<file path="config.mk">
export PLATFORM = sky130hd
export DESIGN_NAME = cli_argument_token_parser
export DESIGN_NICKNAME = d
export VERILOG_FILES = /design/src/sv/clatp_pkg.sv /design/src/sv/clatp_front.sv /design/src/sv/clatp_queue.sv /design/src/sv/clatp_back.sv /design/src/sv/cli_argument_token_parser.sv
export SDC_FILE = /design/constraint.sdc
export NUM_CORES = 1
export LEC_CHECK = 0
export ABC_AREA = 1
export BUFFER_PORTS_ARGS = -buffer_cell sky130_fd_sc_hd__buf_2
export CORE_UTILIZATION = 57
export DETAILED_ROUTE_END_ITERATION = 8
export PLACE_DENSITY = 0.78
export SYNTH_ARGS = -nofsm -noshare
export SYNTH_HDL_FRONTEND = slang
export SYNTH_SLANG_ARGS = --single-unit
export TNS_END_PERCENT = 50
</file>
<file path="constraint.sdc">
create_clock -name clk -period 7 [get_ports clk]
set_input_delay 1.4 -clock clk [delete_from_list [all_inputs] [get_ports clk]]
set_output_delay 1.4 -clock clk [all_outputs]
set_load 0.005 [all_outputs]
</file>
<file path="src/sv/clatp_pkg.sv">
// Shared types, constants and character decoding for the command-line token parser.
package clatp_pkg;

  localparam int NUMBER_BITS = 32;
  localparam int VALUE_W     = 48;
  localparam int CNT_W       = 5;
  localparam int GRP_W       = 17;
  localparam int WIDE_W      = 21;
  localparam int GCNT_W      = 3;

  localparam logic [CNT_W-1:0] CNT_MAX       = 5'd31;
  localparam logic [CNT_W-1:0] NUM_LEN_MAX   = 5'd10;
  localparam logic [CNT_W-1:0] QUAD_LEN_MAX  = 5'd16;
  localparam logic [CNT_W-1:0] GROUPS_LEN    = 5'd14;
  localparam logic [CNT_W-1:0] IDX_PREFIX_X  = 5'd1;
  localparam logic [CNT_W-1:0] IDX_COLON_A   = 5'd4;
  localparam logic [CNT_W-1:0] IDX_COLON_B   = 5'd9;

  localparam logic [GCNT_W-1:0] QUAD_GROUPS = 3'd4;
  localparam logic [GCNT_W-1:0] HEX_GROUPS  = 3'd3;

  localparam logic [WIDE_W-1:0] OCTET_MAX = 21'd255;
  localparam logic [WIDE_W-1:0] HEXGRP_MAX = 21'h0ffff;

  // Token formats (same coding as the kind input)
  localparam logic [1:0] FMT_NUMBER = 2'd0;
  localparam logic [1:0] FMT_QUAD   = 2'd1;
  localparam logic [1:0] FMT_GROUPS = 2'd2;

  // Result status codes
  localparam logic [1:0] ST_OK      = 2'd0;
  localparam logic [1:0] ST_LENGTH  = 2'd1;
  localparam logic [1:0] ST_FORMAT  = 2'd2;
  localparam logic [1:0] ST_MISSING = 2'd3;

  localparam logic [7:0] CH_NUL   = 8'h00;
  localparam logic [7:0] CH_SPACE = 8'h20;
  localparam logic [7:0] CH_DOT   = 8'h2e;
  localparam logic [7:0] CH_COLON = 8'h3a;
  localparam logic [7:0] CH_ZERO  = 8'h30;
  localparam logic [7:0] CH_NINE  = 8'h39;
  localparam logic [7:0] CH_UA    = 8'h41;
  localparam logic [7:0] CH_UF    = 8'h46;
  localparam logic [7:0] CH_UX    = 8'h58;

  typedef struct packed {
    logic       valid;
    logic [3:0] digit;
  } hex_dec_t;

  // Snapshot of a finished token, handed from front to back
  typedef struct packed {
    logic                   missing;
    logic [1:0]             fmt;
    logic [CNT_W-1:0]       cnt;
    logic [NUMBER_BITS-1:0] acc;
    logic [GRP_W-1:0]       grp;
    logic [GCNT_W-1:0]      gcnt;
    logic [VALUE_W-1:0]     packed_val;
    logic                   fmt_err;
    logic                   last_sep;
    logic                   colon_bad;
  } token_req_t;

  function automatic hex_dec_t hex_decode(input logic [7:0] c);
    hex_dec_t r;
    r.valid = 1'b0;
    r.digit = 4'd0;
    if (c >= CH_ZERO && c <= CH_NINE) begin
      r.valid = 1'b1;
      r.digit = 4'(c - CH_ZERO);
    end else if (c >= CH_UA && c <= CH_UF) begin
      r.valid = 1'b1;
      r.digit = 4'(c - CH_UA + 8'd10);
    end
    return r;
  endfunction

endpackage

</file>
<file path="src/sv/clatp_front.sv">
// Front end: tokenises characters, accumulates the token, requests at its end or line end.
module clatp_front (
  input  logic                      clk,
  input  logic                      rst,
  input  logic                      accept,
  input  logic [1:0]                kind,
  input  logic [7:0]                ch,
  input  logic                      line_end,
  output logic                      req_push,
  output clatp_pkg::token_req_t     req
);

  logic                                in_token;
  logic [1:0]                          fmt;
  logic [clatp_pkg::CNT_W-1:0]         cnt;
  logic [clatp_pkg::NUMBER_BITS-1:0]   acc;
  logic                                use_hex;
  logic [clatp_pkg::GRP_W-1:0]         grp;
  logic [clatp_pkg::GCNT_W-1:0]        gcnt;
  logic [clatp_pkg::VALUE_W-1:0]       packed_val;
  logic                                fmt_err;
  logic                                first_zero;
  logic                                last_sep;
  logic                                colon_bad;

  logic [1:0]                          fmt_next;
  logic [clatp_pkg::CNT_W-1:0]         cnt_next;
  logic [clatp_pkg::NUMBER_BITS-1:0]   acc_next;
  logic                                use_hex_next;
  logic [clatp_pkg::GRP_W-1:0]         grp_next;
  logic [clatp_pkg::GCNT_W-1:0]        gcnt_next;
  logic [clatp_pkg::VALUE_W-1:0]       packed_next;
  logic                                fmt_err_next;
  logic                                first_zero_next;
  logic                                last_sep_next;
  logic                                colon_bad_next;

  logic                                is_sep;
  logic                                is_dec;
  logic [clatp_pkg::CNT_W-1:0]         idx;
  logic [clatp_pkg::GRP_W-1:0]         b_grp;
  logic [clatp_pkg::GCNT_W-1:0]        b_gcnt;
  logic [clatp_pkg::GCNT_W-1:0]        gcnt_inc;
  logic [clatp_pkg::VALUE_W-1:0]       b_packed;
  logic                                b_fe;
  logic [clatp_pkg::NUMBER_BITS-1:0]   b_acc;
  logic                                b_hex;
  logic                                b_fz;
  logic [clatp_pkg::WIDE_W-1:0]        wide;
  clatp_pkg::hex_dec_t                 hd;

  assign is_sep = (ch == clatp_pkg::CH_SPACE) || (ch == clatp_pkg::CH_NUL);
  assign is_dec = (ch >= clatp_pkg::CH_ZERO) && (ch <= clatp_pkg::CH_NINE);
  assign hd     = clatp_pkg::hex_decode(ch);

  // Request when the line ends, or a separator closes an open token
  assign req_push = accept && (line_end || (is_sep && in_token));

  always_comb begin
    req.missing    = !in_token;
    req.fmt        = in_token ? fmt : kind;
    req.cnt        = cnt;
    req.acc        = acc;
    req.grp        = grp;
    req.gcnt       = gcnt;
    req.packed_val = packed_val;
    req.fmt_err    = fmt_err;
    req.last_sep   = last_sep;
    req.colon_bad  = colon_bad;
  end

  always_comb begin
    // Start from a cleared token when this character opens one
    fmt_next   = in_token ? fmt : kind;
    idx        = in_token ? cnt : '0;
    b_acc      = in_token ? acc : '0;
    b_hex      = in_token ? use_hex : 1'b0;
    b_grp      = in_token ? grp : '0;
    b_gcnt     = in_token ? gcnt : '0;
    b_packed   = in_token ? packed_val : '0;
    b_fe       = in_token ? fmt_err : 1'b0;
    b_fz       = in_token ? first_zero : 1'b0;

    cnt_next        = (idx != clatp_pkg::CNT_MAX) ? idx + 1'b1 : idx;
    acc_next        = b_acc;
    use_hex_next    = b_hex;
    grp_next        = b_grp;
    gcnt_next       = b_gcnt;
    packed_next     = b_packed;
    fmt_err_next    = b_fe;
    first_zero_next = b_fz;
    last_sep_next   = in_token ? last_sep : 1'b0;
    colon_bad_next  = in_token ? colon_bad : 1'b0;
    gcnt_inc        = b_gcnt + 1'b1;
    wide            = '0;

    case (fmt_next)
      clatp_pkg::FMT_NUMBER: begin
        if (idx == '0) begin
          first_zero_next = (ch == clatp_pkg::CH_ZERO);
        end
        if (idx == clatp_pkg::IDX_PREFIX_X && b_fz && ch == clatp_pkg::CH_UX) begin
          use_hex_next = 1'b1;
        end else if (hd.valid) begin
          if (b_hex) begin
            acc_next = (b_acc << 4) + clatp_pkg::NUMBER_BITS'(hd.digit);
          end else begin
            acc_next = (b_acc << 3) + (b_acc << 1) + clatp_pkg::NUMBER_BITS'(hd.digit);
          end
        end
      end
      clatp_pkg::FMT_QUAD: begin
        last_sep_next = 1'b0;
        if (is_dec) begin
          if (!b_fe) begin
            wide = (clatp_pkg::WIDE_W'(b_grp) << 3) + (clatp_pkg::WIDE_W'(b_grp) << 1)
                 + clatp_pkg::WIDE_W'(hd.digit);
            grp_next = wide[clatp_pkg::GRP_W-1:0];
            if (wide > clatp_pkg::OCTET_MAX) fmt_err_next = 1'b1;
          end
        end else if (ch == clatp_pkg::CH_DOT) begin
          last_sep_next = 1'b1;
          if (!b_fe) begin
            packed_next = (b_packed << 8) | clatp_pkg::VALUE_W'(b_grp);
            grp_next    = '0;
            gcnt_next   = gcnt_inc;
            if (gcnt_inc > clatp_pkg::QUAD_GROUPS) fmt_err_next = 1'b1;
          end
        end else begin
          fmt_err_next = 1'b1;
        end
      end
      clatp_pkg::FMT_GROUPS: begin
        last_sep_next = 1'b0;
        if ((idx == clatp_pkg::IDX_COLON_A || idx == clatp_pkg::IDX_COLON_B)
            && ch != clatp_pkg::CH_COLON) begin
          colon_bad_next = 1'b1;
        end
        if (hd.valid) begin
          if (!b_fe) begin
            wide = (clatp_pkg::WIDE_W'(b_grp) << 4) + clatp_pkg::WIDE_W'(hd.digit);
            grp_next = wide[clatp_pkg::GRP_W-1:0];
            if (wide > clatp_pkg::HEXGRP_MAX) fmt_err_next = 1'b1;
          end
        end else if (ch == clatp_pkg::CH_COLON) begin
          last_sep_next = 1'b1;
          if (!b_fe) begin
            packed_next = (b_packed << 16) | clatp_pkg::VALUE_W'(b_grp);
            grp_next    = '0;
            gcnt_next   = gcnt_inc;
            if (gcnt_inc > clatp_pkg::HEX_GROUPS) fmt_err_next = 1'b1;
          end
        end else begin
          fmt_err_next = 1'b1;
        end
      end
      default: begin
      end
    endcase
  end

  always_ff @(posedge clk) begin
    if (rst) begin
      in_token <= 1'b0;
    end else if (accept) begin
      if (line_end || is_sep) begin
        in_token <= 1'b0;
      end else begin
        in_token <= 1'b1;
      end
    end
  end

  always_ff @(posedge clk) begin
    if (accept && !line_end && !is_sep) begin
      fmt        <= fmt_next;
      cnt        <= cnt_next;
      acc        <= acc_next;
      use_hex    <= use_hex_next;
      grp        <= grp_next;
      gcnt       <= gcnt_next;
      packed_val <= packed_next;
      fmt_err    <= fmt_err_next;
      first_zero <= first_zero_next;
      last_sep   <= last_sep_next;
      colon_bad  <= colon_bad_next;
    end
  end

endmodule

</file>
<file path="src/sv/clatp_queue.sv">
// Two-entry queue of finished-token requests between front and back.
module clatp_queue (
  input  logic                      clk,
  input  logic                      rst,
  input  logic                      push,
  input  clatp_pkg::token_req_t     push_req,
  input  logic                      pop,
  output logic                      full,
  output logic                      valid,
  output clatp_pkg::token_req_t     head
);

  clatp_pkg::token_req_t entry [2];
  logic       wr_ptr;
  logic       rd_ptr;
  logic [1:0] count;

  assign full  = (count == 2'd2);
  assign valid = (count != 2'd0);
  assign head  = entry[rd_ptr];

  always_ff @(posedge clk) begin
    if (rst) begin
      wr_ptr <= 1'b0;
      rd_ptr <= 1'b0;
      count  <= 2'd0;
    end else begin
      if (push) wr_ptr <= !wr_ptr;
      if (pop) rd_ptr <= !rd_ptr;
      case ({push, pop})
        2'b10:   count <= count + 2'd1;
        2'b01:   count <= count - 2'd1;
        default: count <= count;
      endcase
    end
  end

  always_ff @(posedge clk) begin
    if (push) entry[wr_ptr] <= push_req;
  end

endmodule

</file>
<file path="src/sv/clatp_back.sv">
// Back end: closes the last group, checks length and format, and holds the result.
module clatp_back (
  input  logic                              clk,
  input  logic                              rst,
  input  logic                              req_valid,
  input  clatp_pkg::token_req_t             req,
  output logic                              req_pop,
  input  logic                              pop,
  output logic                              empty,
  output logic [clatp_pkg::VALUE_W-1:0]     value,
  output logic [1:0]                        status,
  output logic [1:0]                        format_out
);

  logic                               out_valid;
  logic                               load;
  logic                               do_close;
  logic [clatp_pkg::GCNT_W-1:0]       gcnt_f;
  logic                               fe_f;
  logic [clatp_pkg::VALUE_W-1:0]      packed_f;
  logic [clatp_pkg::VALUE_W-1:0]      value_next;
  logic [1:0]                         status_next;

  assign empty   = !out_valid;
  assign load    = req_valid && (!out_valid || pop);
  assign req_pop = load;

  always_comb begin
    do_close    = !req.fmt_err && !req.last_sep;
    gcnt_f      = do_close ? req.gcnt + 1'b1 : req.gcnt;
    fe_f        = req.fmt_err;
    packed_f    = req.packed_val;
    value_next  = '0;
    status_next = clatp_pkg::ST_OK;

    if (req.fmt == clatp_pkg::FMT_QUAD) begin
      if (do_close) packed_f = (req.packed_val << 8) | clatp_pkg::VALUE_W'(req.grp);
      if (do_close && gcnt_f > clatp_pkg::QUAD_GROUPS) fe_f = 1'b1;
    end else begin
      if (do_close) packed_f = (req.packed_val << 16) | clatp_pkg::VALUE_W'(req.grp);
      if (do_close && gcnt_f > clatp_pkg::HEX_GROUPS) fe_f = 1'b1;
    end

    if (req.missing) begin
      status_next = clatp_pkg::ST_MISSING;
    end else begin
      case (req.fmt)
        clatp_pkg::FMT_NUMBER: begin
          if (req.cnt == '0 || req.cnt > clatp_pkg::NUM_LEN_MAX) begin
            status_next = clatp_pkg::ST_LENGTH;
          end else begin
            value_next = clatp_pkg::VALUE_W'(req.acc);
          end
        end
        clatp_pkg::FMT_QUAD: begin
          if (req.cnt == '0 || req.cnt > clatp_pkg::QUAD_LEN_MAX) begin
            status_next = clatp_pkg::ST_LENGTH;
          end else if (fe_f || gcnt_f != clatp_pkg::QUAD_GROUPS) begin
            status_next = clatp_pkg::ST_FORMAT;
          end else begin
            value_next = packed_f;
          end
        end
        clatp_pkg::FMT_GROUPS: begin
          if (req.cnt != clatp_pkg::GROUPS_LEN || req.colon_bad) begin
            status_next = clatp_pkg::ST_LENGTH;
          end else if (fe_f || gcnt_f != clatp_pkg::HEX_GROUPS) begin
            status_next = clatp_pkg::ST_FORMAT;
          end else begin
            value_next = packed_f;
          end
        end
        default: begin
          status_next = clatp_pkg::ST_FORMAT;
        end
      endcase
    end
  end

  always_ff @(posedge clk) begin
    if (rst) begin
      out_valid <= 1'b0;
    end else if (load) begin
      out_valid <= 1'b1;
    end else if (pop) begin
      out_valid <= 1'b0;
    end
  end

  always_ff @(posedge clk) begin
    if (load) begin
      value      <= value_next;
      status     <= status_next;
      format_out <= req.fmt;
    end
  end

endmodule

</file>
<file path="src/sv/cli_argument_token_parser.sv">
// Top level of the command-line token parser: front end, request queue and back end.
// Takes one character per cycle; the request for a token that a character ends passes
// through the queue stage, then the result register. The front end stalls only while
// the two-entry request queue is full, which happens when results are not being popped.
module cli_argument_token_parser (
  input  logic                            clk,
  input  logic                            rst,
  input  logic                            push,
  output logic                            full,
  input  logic [1:0]                      kind,
  input  logic [7:0]                      ch,
  input  logic                            line_end,
  output logic                            empty,
  input  logic                            pop,
  output logic [clatp_pkg::VALUE_W-1:0]   value,
  output logic [1:0]                      status,
  output logic [1:0]                      format_out
);

  logic                  accept;
  logic                  req_push;
  logic                  q_valid;
  logic                  q_pop;
  clatp_pkg::token_req_t req_in;
  clatp_pkg::token_req_t req_head;

  assign accept = push && !full;

  clatp_front u_front (
    .clk      (clk),
    .rst      (rst),
    .accept   (accept),
    .kind     (kind),
    .ch       (ch),
    .line_end (line_end),
    .req_push (req_push),
    .req      (req_in)
  );

  clatp_queue u_queue (
    .clk      (clk),
    .rst      (rst),
    .push     (req_push),
    .push_req (req_in),
    .pop      (q_pop),
    .full     (full),
    .valid    (q_valid),
    .head     (req_head)
  );

  clatp_back u_back (
    .clk        (clk),
    .rst        (rst),
    .req_valid  (q_valid),
    .req        (req_head),
    .req_pop    (q_pop),
    .pop        (pop),
    .empty      (empty),
    .value      (value),
    .status     (status),
    .format_out (format_out)
  );

endmodule
</file>
== Word-level counts from Yosys, hierarchy flattened ==
Memories as Yosys holds them, arrays and structs flattened. A register that Yosys moved wholly into a read port is not among the register bits.
Index checks and enable logic that the tools add are counted.

* Add/sub/neg operators: 14
* $lt $le $gt $ge: 12
* Equal/unequal tests: 21
* Mux-type cells: 90
* Bitwise operators: 4
* Reduce and logical (&&, ||, !) cells: 42

{| class="wikitable"
|+ Operators with widths
! operator !! count
|-
| $mux W48 || 14
|-
| $mux W32 || 6
|-
| $or A48 B17 Y48 || 4
|-
| $pmux W48 S3 || 1
|-
| $mux W17 || 8
|-
| $pmux W48 S2 || 1
|-
| $add A32 B4 Y32 || 2
|-
| $add A21 B4 Y21 || 2
|-
| $mux W1 || 38
|-
| $pmux W17 S2 || 1
|-
| $add A32 B32 Y32 || 1
|-
| $eq A8 B6 Y1 const B || 4
|-
| $add A20 B18 Y21 || 1
|-
| $gt A21 B16 Y1 const B || 1
|-
| $gt A21 B8 Y1 const B || 1
|-
| $mux W3 || 7
|-
| $mux W5 || 4
|-
| $logic_and A1 B1 Y1 || 14
|-
| $logic_not A5 Y1 || 2
|-
| $logic_or A1 B1 Y1 || 10
|-
| $mux W2 || 5
|-
| $logic_not A1 Y1 || 9
|-
| $eq A2 B2 Y1 const B || 4
|-
| $eq A8 B7 Y1 const B || 1
|-
| other kinds (31) || 42
|}

* Register bits: 170
* RAM bits: 222
* Output and inout port bits: 54
* Logic and storage cells: 203
* Memories: 1

{| class="wikitable"
|+ Memory list
! name !! depth !! bits a word !! read ports !! clocked after Yosys merged registers in !! write ports !! RTL line !! source
|-
| u_queue.entry || 2 || 111 || 1 || 1 || 1 || clatp_queue.sv:13 || <nowiki>clatp_pkg::token_req_t entry [2];</nowiki>
|}

== Depth between registers and ports, before layout ==
Gate-level depths: netlist (run 1).

* Depth after elaboration: 11
* Depth in mapped cells: 28
* Mapped depth without buffers: 27

== Hierarchy ==
Synthesis (run 1) repeated with hierarchy kept, for this count alone.

* Cells, all modules: 2411
* Area, all modules: 23174.7 µm²

{| class="wikitable"
|+ Modules (own cells, without submodules)
! module !! instances !! cells each !! area each (µm²) !! seq. area each (µm²)
|-
| clatp_front || 1 || 1616 || 11345.9 || 3383.2
|-
| clatp_queue || 1 || 378 || 8264.2 || 6766.5
|-
| clatp_back || 1 || 415 || 3554.7 || 1581.5
|-
| cli_argument_token_parser || 1 || 2 || 10.0 || 0.0
|}

== Least setup slack after synthesis (run 1) ==
No wires, ideal clock.

* Kind: input-to-reg
* From: in ch[0]
* To: reg u_front.last_sep (enable)
* Data arrival time: 7.176 ns
* Required time: 6.680 ns
* Setup slack: -0.497 ns
* Stages on the path: 6
* Path buffers: 0
* Path through: inv_1 > ha_1 > a31o_2 > nor2_1 > inv_1 > a21oi_1

* Word-level cells in the longest chain between the ends: 5
* Elaborated cells on any way between the ends: 6

{| class="wikitable"
|+ Ends and longest elaborated chain
! item !! RTL line !! source
|-
| start, declared || cli_argument_token_parser.sv:11 || <nowiki>input logic [7:0] ch,</nowiki>
|-
| $eq A8 B6 Y1 or $logic_not A8 Y1 (tied branches) || clatp_front.sv:52 || <nowiki>assign is_sep = (ch == clatp_pkg::CH_SPACE) || (ch == clatp_pkg::CH_NUL);</nowiki>
|-
| $logic_or A1 B1 Y1 (*) || clatp_front.sv:52 ||
|-
| $logic_not A1 Y1 (*) || clatp_front.sv:175 || <nowiki>if (accept && !line_end && !is_sep) begin</nowiki>
|-
| $logic_and A1 B1 Y1 (*) || clatp_front.sv:175 ||
|-
| $reduce_and A2 Y1 (no line) (*) || - ||
|-
| end signal, assigned || clatp_front.sv:185 || <nowiki>last_sep <= last_sep_next;</nowiki>
|-
| end, declared || clatp_front.sv:23 || <nowiki>logic last_sep;</nowiki>
|}

Mark *: on every way between the ends. The rest lies on a longest branch, timed or not.
A chain may end at the register's enable or synchronous reset.

== Worst setup path in the final report (run 1) ==
* From: in ch[0]
* To: reg u_front.acc[29] (netlist bit) (data pin)

* Word-level cells in the longest chain between the ends: 9
* Elaborated cells on any way between the ends: 19

{| class="wikitable"
|+ Ends and longest elaborated chain
! item !! RTL line !! source
|-
| $sub A4 B1 Y4 (tied with other cells) || clatp_pkg.sv:74 || <nowiki>r.digit = 4'(c - CH_UA + 8'd10);</nowiki>
|-
| $add A4 B4 Y4 or $logic_and A1 B1 Y1 (tied branches) || clatp_pkg.sv:74, clatp_pkg.sv:72 ||
|-
| $mux W5 || clatp_pkg.sv:72 || <nowiki>end else if (c >= CH_UA && c <= CH_UF) begin</nowiki>
|-
| $mux W5 || clatp_pkg.sv:69 || <nowiki>if (c >= CH_ZERO && c <= CH_NINE) begin</nowiki>
|-
| $add A32 B4 Y32 (on tied branches) || clatp_front.sv:108, clatp_front.sv:106 ||
|-
| $mux W32 || clatp_front.sv:105 || <nowiki>if (b_hex) begin</nowiki>
|-
| $mux W32 || clatp_front.sv:104 || <nowiki>end else if (hd.valid) begin</nowiki>
|-
| $mux W32 (*) || clatp_front.sv:102 || <nowiki>if (idx == clatp_pkg::IDX_PREFIX_X && b_fz && ch == clatp_pkg::CH_UX) begin</nowiki>
|-
| $mux W32 (*) || clatp_front.sv:97 || <nowiki>case (fmt_next)</nowiki>
|-
| named net u_front.acc_next, one bit || clatp_front.sv:28 || <nowiki>logic [clatp_pkg::NUMBER_BITS-1:0] acc_next;</nowiki>
|-
| end signal, assigned || clatp_front.sv:178 || <nowiki>acc <= acc_next;</nowiki>
|-
| end, declared || clatp_front.sv:16 || <nowiki>logic [clatp_pkg::NUMBER_BITS-1:0] acc;</nowiki>
|}

Mark *: on every way through the listed nets, which the timed path passes. The rest lies on a longest branch.

==> summary.md, run 1 <==
| Metric | Value |
|---|---|
| Slack of the critical path | `1.59 ns` |
| Leakage | `10.3 nW` |
| Vias/cell | `6.09` |
| Post-cts hold buffer count | `0` |
| Routed wire per std cell | `19.8 um` |
| Place WS | `1.15 ns` |
| Total negative slack | `0 ns` |
| Syn_nets | `2,720` |
| Fraction of the mapped netlist area in adder cells | `0.0632` |
| Starting Density | `0.582` |
| Async SR Flop Fraction | `0` |
| Cell with the most instances after synthesis | `nand2_1` |
| Number of I/O port buffers | `68` |
| Max Cap Viol | `0` |
| Crit path max-delay cell type | `fa_1` |
| Clock Tree Buf Depth | `3` |
| Power, Total | `7.39 mW` |
| Aggregate global routing overflow | `0` |
| Largest net degree at the start of global routing | `104` |
| Worst IR drop on VDD | `204 uV` |
| Synth cell count leaders | `807 x nand2_1, 386 x edfxtp_1, 233 x nor2_1` |
| Drt pass-1 iters | `6` |
| DR iter-0 viols | `2,358` |
| CP Capture Type | `flip-flop` |
| Largest family of logic cells by synthesized area | `simple AND/OR/NAND/NOR gates` |
| Routability-driven placement congestion ratio | `0.922` |
| P&R area growth vs syn | `8.78%` |
| Clock share of power | `0.285` |
| Setup Crit Path Kind | `input pin to flip-flop` |
| Hold WS | `0.466 ns` |
| Syn Area/Cell | `8.74 um^2` |
| Clock period minus worst slack | `5.41 ns` |
| Final Non-Filler Cells | `3,158` |
| DP Area | `23,400 um^2` |
| Yosys warns | `0` |
| Worst-Skew Late Latency | `0.55 ns` |
| Via count of the first global-routing pass | `18,152` |
| Pint | `4.80 mW` |
| Crit path required time | `7.29 ns` |
| Psw | `2.59 mW` |
| Sw frac | `0.351` |
| Fmax | `185 MHz` |
| TritonCTS Buffers | `41` |
| Die Y | `201 um` |
| Post-synthesis mux area share | `0.00530` |
| N_diodes | `0` |
| Number of enable flip-flop cells after synthesis | `386` |
| Simple-gate share of the synthesized area | `0.212` |
| Pwr dens | `300 nW/um^2` |
| Final Util | `0.633` |
| Post-CTS Setup Bufs | `0` |
| Status | `complete, no violations` |
| Initial antenna violation count | `0` |
| Seq pwr share | `0.435` |
| RSZ-0062 raised after global routing | `no` |
| Final worst-path cycle share | `0.773` |
| Core area | `38,900 um^2` |
| Post-DP HPWL | `42,700 um` |
| Die width | `201 um` |
| Share of cells above drive strength 1 | `0.0723` |
| First-pass GRT wire length | `98,300 um` |
| Clk pin slew, worst setup/hold paths | `0.07 ns` |
| Die Area | `40,600 um^2` |
| Top_reg_cell synth | `edfxtp_1` |
| Routed Antenna Nets | `0` |
| Synth cell types | `58` |
| Cells after Synth | `2,593` |
| Final instance area | `24,700 um^2` |
| Crit path max fanout | `17` |
| GRT Total Usage | `0.307` |
| Setup Skew | `0.0273 ns` |
| Slew Viols, Final | `0` |
| Top post-synthesis cells by area | `edfxtp_1 51%, nand2_1 13%, ha_1 6.0%, o21ai_0 4.2%, nor2_1 3.9%` |
| Comb pwr share | `0.280` |
| Post-synthesis compound-gate area fraction | `0.138` |
| Arr. time, crit path | `5.70 ns` |
| Final Hold Fails | `0` |
| CTS resizes | `0` |
| Synth Register Bits | `393` |
| Largest area contributor in the netlist | `edfxtp_1` |
| Drt total wl | `62,600 um` |
| Clock tree sinks | `393` |
| Nets | `2,741` |
| CTS H-tree depth | `2` |
| CTS tree | `built` |
| Max-slew headroom | `0.278` |
| Drc violations | `0` |
| Critical Path Source Type | `input pin` |
| Synthesized cell area | `22,700 um^2` |
| Cell Rows | `72` |
| Final setup viols | `0` |
| Worst slew pin tran | `1.08 ns` |
| Synth Area in XOR/XNOR | `0.00889` |
| Top delay family on crit path | `simple AND/OR/NAND/NOR gates` |
| Buffers & Inverters on Critical Path | `4` |
| Num ports | `69` |
| Final-layout fill cell count | `3,165` |
| Root Buffer | `clkbuf_16` |
| Placed Cells | `3,089` |
| Via count | `19,227` |
| Hold Crit Class | `flip-flop to flip-flop` |
| Share of the synthesized area in the top cell type | `0.511` |
| Post-synthesis sequential area ratio | `0.518` |
| CP max stage delay | `0.59 ns` |
| CP most frequent cell | `nand2_1` |
final cells by class:
| class | count | area (um^2) | area share |
|---|---|---|---|
| repair buffers | 92 | 520 | 0.0211 |
| clock buffers | 50 | 1060 | 0.0430 |
| clock inverters | 19 | 201 | 0.00817 |
| well taps | 518 | 648 | 0.0263 |
| flip-flops and latches | 393 | 11700 | 0.476 |
| inverters | 199 | 747 | 0.0303 |
| multi-input cells | 1887 | 9740 | 0.395 |
worst paths after layout:
path / from / to / slack, ns / depth (start not counted)
max: ch[0] / u_front.acc[29] / 1.59 / 25
max reg2reg: flip-flop / u_back.value[41] / 2.63 / 12
min: u_front.last_sep / u_queue.entry[0][1] / 0.47 / 0
min reg2reg: u_front.last_sep / u_queue.entry[0][1] / 0.47 / 0
logic make-up (layout without fill, tap and decap cells):
family | count (synthesis) | after routing
AO/OA/AOI/OAI | 541 | 541
XOR/XNOR | 23 | 23
adder cells (fa/ha/maj) | 112 | 112
buffers and inverters | 313 | 360
flip-flops | 393 | 393
multiplexers | 12 | 12
AND/OR/NAND/NOR | 1199 | 1199
sequential cells by signal, indices dropped and copies added (netlist names), named ones only:
signal and count:
u_back.value 48, u_back.status 2, u_queue.count 2, u_queue.rd_ptr 1
u_back.format_out 2, u_front.grp 17, u_front.acc 32, u_back.out_valid 1
u_front.use_hex 1, u_queue.entry 222, u_front.gcnt 3, u_front.fmt_err 1
u_front.cnt 5, u_front.in_token 1, u_front.packed_val 48, u_front.colon_bad 1
u_front.last_sep 1, u_front.first_zero 1, u_front.fmt 2, u_queue.wr_ptr 1
routing by layer:
metal / share of wire / GRT usage / up-vias
met5: 0 / 0 / -
met4: 0.036 / 0.120 / 0
met3: 0.092 / 0.0466 / 138
met2: 0.47 / 0.504 / 1055
met1: 0.40 / 0.411 / 9030
li1: - / - / 9004
placed cells by master, fill, tap and decap left out, drive strengths merged, types with 2 or more instances in the layout:
cell type / count
nand4: 18
nor2: 238
buf: 92
o211ai: 24
fa: 4
or2: 14
o21ai: 192
xor2: 12
a22oi: 22
o2111ai: 3
o221ai: 13
o31ai: 2
a21boi: 3
a21o: 4
o311ai: 2
clkbuf: 50
o32ai: 5
clkinv: 13
nor3b: 2
mux2i: 12
a21oi: 165
a221oi: 3
nand3b: 5
a31oi: 21
inv: 201
o21a: 2
nand3: 85
dfxtp: 7
xnor2: 11
bufinv: 4
ha: 108
edfxtp: 386
o22ai: 60
a211oi: 5
nand2: 811
nor3: 19
o21bai: 9
nor4: 5
a31o: 2
power by group through the flow:
stage          Combinational (mW)  Clock [mW]  Sequential (mW)
3_3_place_gp                 1.97           0             3.24
5_1_grt                      2.26        2.21             3.24
2_1_floorplan                1.37           0             3.20
4_1_cts                      2.04        2.13             3.21
3_5_place_dp                 2.03           0             3.26
6_report                     2.07        2.11             3.22
worst reg2reg max path, delay by kind of cell (launching register included):
| kind | cells | cell delay [ns] |
|---|---|---|
| compound gates | 2 | 0.55 |
| simple gates | 4 | 1.17 |
| xor+xnor | 1 | 0.24 |
| buf+inv | 5 | 1.66 |
| flops | 1 | 0.51 |
Note: power is estimated with default switching activity, not from simulation.
==> inputs of run 2 (changes only) <==
Settings changed: CORE_UTILIZATION 57 to 60.
Clock period 7 ns to 5.1 ns, I/O delays scaled along.
==> run 2 against run 1 <==
  * Power rose by 39%
  * Wire length fell by 0.96%
  * Via count grew 0.76%
  * Clock power grew 41%
  * Sequential share of layout area shrank 0.22 points
  * Hold slack better by 0.0097 ns
  * Largest cell class unchanged
  * Final cell count is 0.16% lower
  * Core utilization grew 3.8 points
  * Largest power group unchanged
  * Register-to-register slack got worse by 1.6 ns
  * Clock-buffer cell count decreased by 3
  * Non-clock buffer count grew 6
  * Highest routed layer unchanged
  * Clock skew down 0.0022 ns
==> summary.md, run 2 (synthesis gave the netlist of run 1 again) <==
| Metric | Value |
|---|---|
| Vias/cell | `6.14 (+0.92%)` |
| Final worst-path cycle share | `0.897` |
| Post-DP HPWL | `41,500 um (-2.8%)` |
| Max Cap Viol | `0 (unchanged)` |
| RSZ-0062 raised after global routing | `no` |
| CTS tree | `built` |
| Crit path max fanout | `6 (-11)` |
| Critical Path Source Type | `input pin` |
| Crit-path cells | `buf_2 > inv_1 > ha_1 > o21ai_0 > nand2_1 > nand2_1 > nand2_1 > nand2_1 > nand3_1 > fa_1 > inv_1 > ha_1 > nand3_1 > nand3_1 > a21boi_0 > o21ai_0 > nand2_1 > nand2_1 > nand3_1 > nand2_1 > nand2_1 > nand2_1 > o21ai_0 > nand2_1` |
| Final Non-Filler Cells | `3,153 (-0.16%)` |
| P&R area growth vs syn | `9.29%` |
| Fmax | `219 MHz` |
| Crit path required time | `5.38 ns (-1.91 ns)` |
| Post-cts hold buffer count | `0 (unchanged)` |
| Die Y | `196 um (-2.5%)` |
| Cell Rows | `70 (-2.8%)` |
| Setup Crit Path Kind | `input pin to flip-flop` |
| Routed Antenna Nets | `0 (unchanged)` |
| Pint | `6.65 mW (+39%)` |
| Via count of the first global-routing pass | `17,987 (-0.91%)` |
| Pwr dens | `414 nW/um^2 (+38%)` |
| Aggregate global routing overflow | `0 (unchanged)` |
| Largest net degree at the start of global routing | `113 (+8.7%)` |
| Initial antenna violation count | `0 (unchanged)` |
| Hold WS | `0.476 ns (+0.00970 ns)` |
| Num ports | `69 (unchanged)` |
| Worst slew pin tran | `1.00 ns (-0.0804 ns)` |
| Drc violations | `0 (unchanged)` |
| Total negative slack | `0 ns (unchanged)` |
| Crit path max-delay cell type | `fa_1` |
| Starting Density | `0.615 (+0.0323)` |
| Met1 Use GR | `0.434 (+0.0233)` |
| CP most frequent cell | `nand2_1` |
| First-pass GRT wire length | `96,400 um (-1.9%)` |
| Met3 GRT Util | `0.0495 (+0.00281)` |
| Via count | `19,373 (+0.76%)` |
| Max-slew headroom | `0.326 (+0.0475)` |
| CP max stage delay | `0.55 ns (-0.04 ns)` |
| Reg area | `11,700 um^2 (unchanged)` |
| Final Hold Fails | `0 (unchanged)` |
| Drt pass-1 iters | `6 (unchanged)` |
| Psw | `3.59 mW (+39%)` |
| Leakage | `10.4 nW (+0.68%)` |
| TritonCTS Buffers | `41 (unchanged)` |
| CTS H-tree depth | `2 (unchanged)` |
| Hold Crit Class | `flip-flop to flip-flop` |
| Worst-Skew Late Latency | `0.55 ns (about the same)` |
| Core area | `36,900 um^2 (-5.3%)` |
| GRT Total Usage | `0.319 (+0.0116)` |
| Comb pwr share | `0.279 (about the same)` |
| Clock share of power | `0.290 (+0.005)` |
| Number of I/O port buffers | `68 (unchanged)` |
| Final-layout fill cell count | `2,938 (-7.2%)` |
| Top Registers | `u_queue.entry: 222 flops, u_back.value: 48 flops, u_front.packed_val: 48 flops` |
| Commonest non-fill, non-tap cell in the layout | `nand2_1` |
| Clk pin slew, worst setup/hold paths | `0.06 ns (about the same)` |
| Worst IR drop on VDD | `717 uV (+250%)` |
| Grt peak-use layer | `met2` |
| Placed Cells | `3,081 (-0.26%)` |
| Final setup viols | `0 (unchanged)` |
| Clock period minus worst slack | `4.58 ns` |
| Biggest register | `u_queue.entry` |
| Most frequent cells in the layout | `806 x nand2_1, 386 x edfxtp_1, 230 x nor2_1, 189 x inv_1, 188 x o21ai_0` |
| Seq pwr share | `0.431 (-0.004)` |
| Nets | `2,747 (+0.22%)` |
| DR iter-0 viols | `2,485 (+5.4%)` |
| Clock Tree Buf Depth | `3 (unchanged)` |
| Sw frac | `0.351 (about the same)` |
| Routability-driven placement congestion ratio | `0.923 (about the same)` |
| Status | `complete, no violations` |
| Arr. time, crit path | `4.86 ns (-0.84 ns)` |
| Clock tree sinks | `393 (unchanged)` |
| Number of flip-flops under the largest register name | `222 (unchanged)` |
| Met2 usage | `0.521 (+0.0167)` |
| Setup Skew | `0.0251 ns (-0.00215 ns)` |
| Routed wire per std cell | `19.7 um (-0.80%)` |
| Share of cells above drive strength 1 | `0.0770 (+0.00466)` |
| Post-CTS Setup Bufs | `0 (unchanged)` |
| Die Area | `38,600 um^2 (-5.0%)` |
| Die width | `196 um (-2.5%)` |
| Root Buffer | `clkbuf_16` |
| Drt total wl | `62,000 um (-0.96%)` |
| CP Capture Type | `flip-flop` |
| CTS resizes | `0 (unchanged)` |
| N_diodes | `0 (unchanged)` |
| Area of the multi-input gates | `9740 um^2 (unchanged)` |
| Slew Viols, Final | `0 (unchanged)` |
==> run 2: cell count changes in the layout (fill, tap and decap cells not counted) <==
| cell | delta |
|---|---|
| inv_1 | +1 |
| inv_6 | +1 |
| clkinv_1 | -2 |
| clkbuf_1 | -3 |
| bufinv_16 | +1 |
| buf_4 | +3 |
| clkinv_2 | +5 |
| buf_12 | +3 |
==> run 2: layout make-up <==
type | count | share of cell area
tap | 504 | 0.0255
multi-input combinational | 1887 | 0.393
timing repair buffer | 98 | 0.0243
clock inverter | 25 | 0.0106
sequential | 393 | 0.474
clock buffer | 47 | 0.0423
inverter | 199 | 0.0302
==> run 2: layer usage <==
| layer | vias up | share of wire | wire length [um] |
|---|---|---|---|
| li1 | 9029 | - | - |
| met1 | 9161 | 0.40 | 24700 |
| met2 | 1056 | 0.47 | 29300 |
| met3 | 127 | 0.096 | 5940 |
| met4 | 0 | 0.032 | 2000 |
| met5 | - | 0 | 0 |
==> run 2: path summary, 6_finish.rpt <==
kind / slack (ns) / cells past startpoint / endpoint / startpoint
setup / recovery: 0.52 / 24 / u_front.acc[29] / ch[0]
setup reg to reg: 1.00 / 12 / u_back.value[47] / flip-flop
hold reg to reg: 0.48 / 0 / u_queue.entry[1][1] / u_front.last_sep
hold / removal: 0.48 / 0 / u_queue.entry[1][1] / u_front.last_sep
==> run 2: critical path, delay by kind of cell <==
kind / cells / cell delay, ns
simple gates: 14 / 1.30
compound gates: 4 / 1.12
fa+ha+maj: 3 / 1.09
buf+inv: 3 / 0.31
==> run 2: per-stage QoR <==
stage	setup WS (ns)	total power [mW]	area, um^2	utilization
2_1_floorplan	-1.72	6.27	22700	-
3_3_place_gp	0.166	7.18	23500	0.636
3_5_place_dp	0.0480	7.26	23500	0.636
4_1_cts	0.592	10.2	24800	0.672
5_1_grt	0.0562	10.7	24800	0.672
6_report	0.525	10.2	24800	0.672
==> run 2: power by group through the flow <==
stage / combinational, mW / sequential [mW] / clock (mW)
floorplan: 1.87 / 4.40 / 0
global placement: 2.73 / 4.44 / 0
detailed placement: 2.79 / 4.47 / 0
CTS: 2.82 / 4.40 / 2.99
global route: 3.12 / 4.44 / 3.11
finish: 2.86 / 4.41 / 2.97
